File: src/rtl/scc_pkg.sv
// ----------------------------------------------------------------------------
// scc_pkg
// Types and constants shared by the sensor creep compensation unit.
// ----------------------------------------------------------------------------
package scc_pkg;

  localparam int unsigned STORE_DEPTH = 2048;
  localparam int unsigned ADDR_W      = 11;
  localparam int unsigned LEVEL_W     = 8;
  localparam int unsigned REG_IDX_W   = 2;

  typedef logic [ADDR_W-1:0]    addr_t;
  typedef logic [LEVEL_W-1:0]   level_t;
  typedef logic [REG_IDX_W-1:0] reg_idx_t;

  localparam reg_idx_t REG_UPDATE_INTERVAL = 2'd0;
  localparam reg_idx_t REG_DRIFT_LIMIT     = 2'd1;
  localparam reg_idx_t REG_FLOOR_LEVEL     = 2'd2;

  localparam level_t UPDATE_INTERVAL_RST = 8'd5;
  localparam level_t DRIFT_LIMIT_RST     = 8'd1;
  localparam level_t FLOOR_LEVEL_RST     = 8'd2;

  typedef struct packed {
    addr_t  cell_index;
    level_t raw_level;
    logic   frame_start;
  } sample_t;

  typedef struct packed {
    addr_t  out_cell_index;
    level_t display_level;
  } result_t;

  typedef struct packed {
    level_t stable;
    level_t creep;
  } cell_word_t;

  localparam int unsigned WORD_W = $bits(cell_word_t);

  typedef struct packed {
    level_t drift_limit;
    level_t floor_level;
  } calc_cfg_t;

  typedef struct packed {
    level_t     display_level;
    cell_word_t word_next;
  } calc_res_t;

endpackage

File: src/rtl/scc_calc.sv
// ----------------------------------------------------------------------------
// scc_calc
// Per-cell creep update and compensated display value for one reading.
// ----------------------------------------------------------------------------
module scc_calc (
  input  scc_pkg::cell_word_t word,
  input  scc_pkg::level_t     raw_level,
  input  logic                update,
  input  scc_pkg::calc_cfg_t  cfg,
  output scc_pkg::calc_res_t  res
);

  scc_pkg::level_t diff;
  scc_pkg::level_t creep_upd;
  logic            raw_above;

  always_comb begin
    raw_above = raw_level > word.stable;
    diff      = raw_above ? raw_level - word.stable : word.stable - raw_level;
    creep_upd = word.creep;
    res.word_next = word;
    res.display_level = '0;
    if (raw_level < cfg.floor_level) begin
      res.word_next.creep = '0;
    end else begin
      if (update) begin
        if (diff <= cfg.drift_limit) begin
          creep_upd = raw_above ? word.creep + diff : word.creep - diff;
        end
        res.word_next.stable = raw_level;
      end
      res.display_level = (raw_level > creep_upd) ? raw_level - creep_upd : raw_level;
      res.word_next.creep = (raw_level < creep_upd) ? '0 : creep_upd;
    end
  end

endmodule

File: config.mk
export PLATFORM = sky130hd
export DESIGN_NAME = scc_calc
export DESIGN_NICKNAME = d
export VERILOG_FILES = /design/src/rtl/scc_pkg.sv /design/src/rtl/scc_calc.sv
export SDC_FILE = /design/constraint.sdc
export NUM_CORES = 1
export LEC_CHECK = 0
export ABC_AREA = 1
export ABC_CLOCK_PERIOD_IN_PS = 10500
export BUFFER_PORTS_ARGS = -buffer_cell sky130_fd_sc_hd__clkbuf_2
export CORE_MARGIN = 10
export CORE_UTILIZATION = 45
export DETAILED_ROUTE_END_ITERATION = 16
export PLACE_DENSITY = 0.72
export SLEW_MARGIN = 10
export SYNTH_ARGS = -nofsm -noshare
export SYNTH_HDL_FRONTEND = slang
export SYNTH_SLANG_ARGS = --single-unit
File: constraint.sdc
create_clock -name vclk -period 10.5
set_input_delay 1.05 -clock vclk [all_inputs]
set_output_delay 1.05 -clock vclk [all_outputs]
set_load 0.01 [all_outputs]
==> run metrics <==
Vias/cell 5.03; fin crit share 70.0%; final instance area 2900 um^2; Post-CTS Setup Bufs 0; DRC violations left 0; input/output buffers 65; Flop pwr share 0%; quantity of hold-fixing buffers added after cts 0; Lkg Pwr about 0.0019 uW; FP Rows 27; drt total wl roughly 7400 um; Hold Path Origin word[15]; clock buf count 0; Final setup viols 0; layout net count around 600; Hold Path Class input pin to output pin; top sig layer met4; Internal 115 uW; Synth cell types 33; hpwl dp ~6500 um; CP required 9450 ps; io pins between 60 and 70; Mapped Nets 551; All-Layer GR Usage 16.4%; hold-critical path depth 4; worst hold slack 2430 ps; die width 94.9 um; global-route wire length before repair approximately 13,000 um; largest net degree at the start of global routing 17; wire per inst 12.4 um; Slowest-stage cell, CP fa_1; fmax 136 MHz; post-CTS sizing 0; layout cell share with drive strength beyond 1 17.0%; vias 2,987; Post-DRT Antenna Nets 0; post-synthesis cell count between 400 and 500; RD Place Congestion 0.908; Setup Crit Path Kind input pin to output pin; met2 wire length 3530 um; Peak VDD IR 0.0583 mV; Max-slew headroom between 60% and 70%; CP Launch Type input pin; Worst Hold End res[15]; Antenna Diode Count 0; number of DRC markers in iteration 0 159; worst-path fanout max 14; Hold Fails Final Rpt 0; Core Area 5470 um^2; Sw Share 63.0%; met3 wire len 363 um; Clk pwr share 0%; storage element area 0 um^2; Post-Syn Area 2520 um^2; antenna violations before repair 0; PwrDens 107 nW/um^2; outcome complete, no violations; CP Capture Type output pin; total grt overflow 0; First-pass DRT Iterations 5; YS warnings 0; final core utilization between 50% and 60%; net switching power 195 uW; Worst Tran Pin Value about 490 ps; Initial Utilization 46.1%; Mean Syn Cell Area 5.47 um^2; Layout fillers roughly 600; power share of the combinational group between 90% and 100%; Metal-1 WL 3460 um; Top cell by count, worst path nand2_1; CP arrival 6300 ps; CP max stage delay 380 ps; Seq/Total Area, Yosys 0%; Seq cells 0; crit path time final 7350 ps; final slew viol count 0; Setup TNS Final 0 ps; placed cell area 2900 um^2; die extent in y roughly 95 um; max cap viols 0; Die ar. approximately 9000 um^2; RSZ-0062 raised after global routing no; vias in the first global route 2,851; area grow syn2layout 15.0%
==> cell usage after synthesis (all sizes together) <==
cell type | number | area, um^2
a21boi | 1 | 7.51
ha | 45 | 563
o211ai | 3 | 27.5
a211oi | 1 | 7.51
clkbuf | 1 | 3.75
xor2 | 9 | 78.8
fa | 4 | 80.1
nand4 | 12 | 81.3
or2 | 1 | 6.26
nor2 | 37 | 149
a31oi | 1 | 6.26
a21oi | 24 | 120
inv | 104 | 390
o21ai | 23 | 123
buf | 3 | 32.5
nor3 | 1 | 5.00
o221ai | 1 | 8.76
and2 | 1 | 6.26
o21a | 2 | 15.0
xnor2 | 3 | 26.3
nand3 | 29 | 160
nand2 | 154 | 616
nand3b | 1 | 7.51
==> power by group through the flow <==
stage                     combinational (uW)  sequential, uW  clock (uW)
after floorplan                          230               0           0
after global routing                     356               0           0
after global placement                   304               0           0
final                                    310               0           0
after CTS                                308               0           0
after detailed placement                 307               0           0
==> cells in the final DEF, fill, tap and decap left out <==
cell type / n
nand2_1: 143
inv_1: 103
clkbuf_2: 65
ha_1: 45
nor2_1: 33
nand3_1: 26
a21oi_1: 24
o21ai_0: 21
nand4_1: 11
nand2_2: 9
xor2_1: 9
nor2_2: 4
fa_1: 4
nand3_2: 3
xnor2_1: 3
o21a_1: 2
nand2_4: 2
o21ai_2: 2
o211ai_1: 2
nand4_2: 1
or2_2: 1
inv_2: 1
a31oi_1: 1
a211oi_1: 1
o221ai_1: 1
a21boi_0: 1
o211ai_2: 1
and2_1: 1
nor3_1: 1
nand3b_1: 1
==> routing by layer <==
metal  up-vias  track usage, %
met5         -               0
met4         0           0.748
met3         4            1.51
met2        86            29.9
met1      1334            21.2
li1       1563               -
==> per-stage QoR <==
step	total power (uW)	std cells	setup WS [ps]
floorplan	230	461	4140
global placement	304	594	3320
detailed placement	307	594	3240
CTS	308	594	3220
global route	356	594	2580
finish	310	594	3150
==> worst max-delay path, delay by kind of cell <==
family | cells | cell delay, ps
AO/OA/AOI/OAI | 6 | 1250
adder cells (fa/ha/maj) | 5 | 1500
buffers and inverters | 4 | 440
AND/OR/NAND/NOR | 16 | 1760
XOR/XNOR | 2 | 300
==> logic make-up after synthesis <==
group,after synthesis,synth area share (%)
adder cells (fa/ha/maj),49,25.5
XOR/XNOR,12,4.17
AO/OA/AOI/OAI,56,12.5
buffers and inverters,108,16.9
AND/OR/NAND/NOR,236,40.9
==> final cells by class <==
| class | count | area, um^2 | share of cell area [%] |
|---|---|---|---|
| timing repair buffer | 65 | 325 | 11.2 |
| inverter | 104 | 390 | 13.5 |
| multi-input combinational | 353 | 2090 | 72.2 |
| tap | 72 | 90.1 | 3.11 |
==> worst max-delay path by stage <==
stage | start | endpoint | cells past startpoint | slack (ps)
4_1_cts | raw_level[0] | res[22] | 33 | 3220
2_1_floorplan | raw_level[0] | res[18] | 33 | 4140
3_3_place_gp | raw_level[0] | res[18] | 33 | 3320
6_report | raw_level[0] | res[22] | 33 | 3150
5_1_grt | raw_level[0] | res[18] | 33 | 2580
3_5_place_dp | raw_level[0] | res[22] | 33 | 3240
No activity file was read; power rests on OpenSTA's default activity.
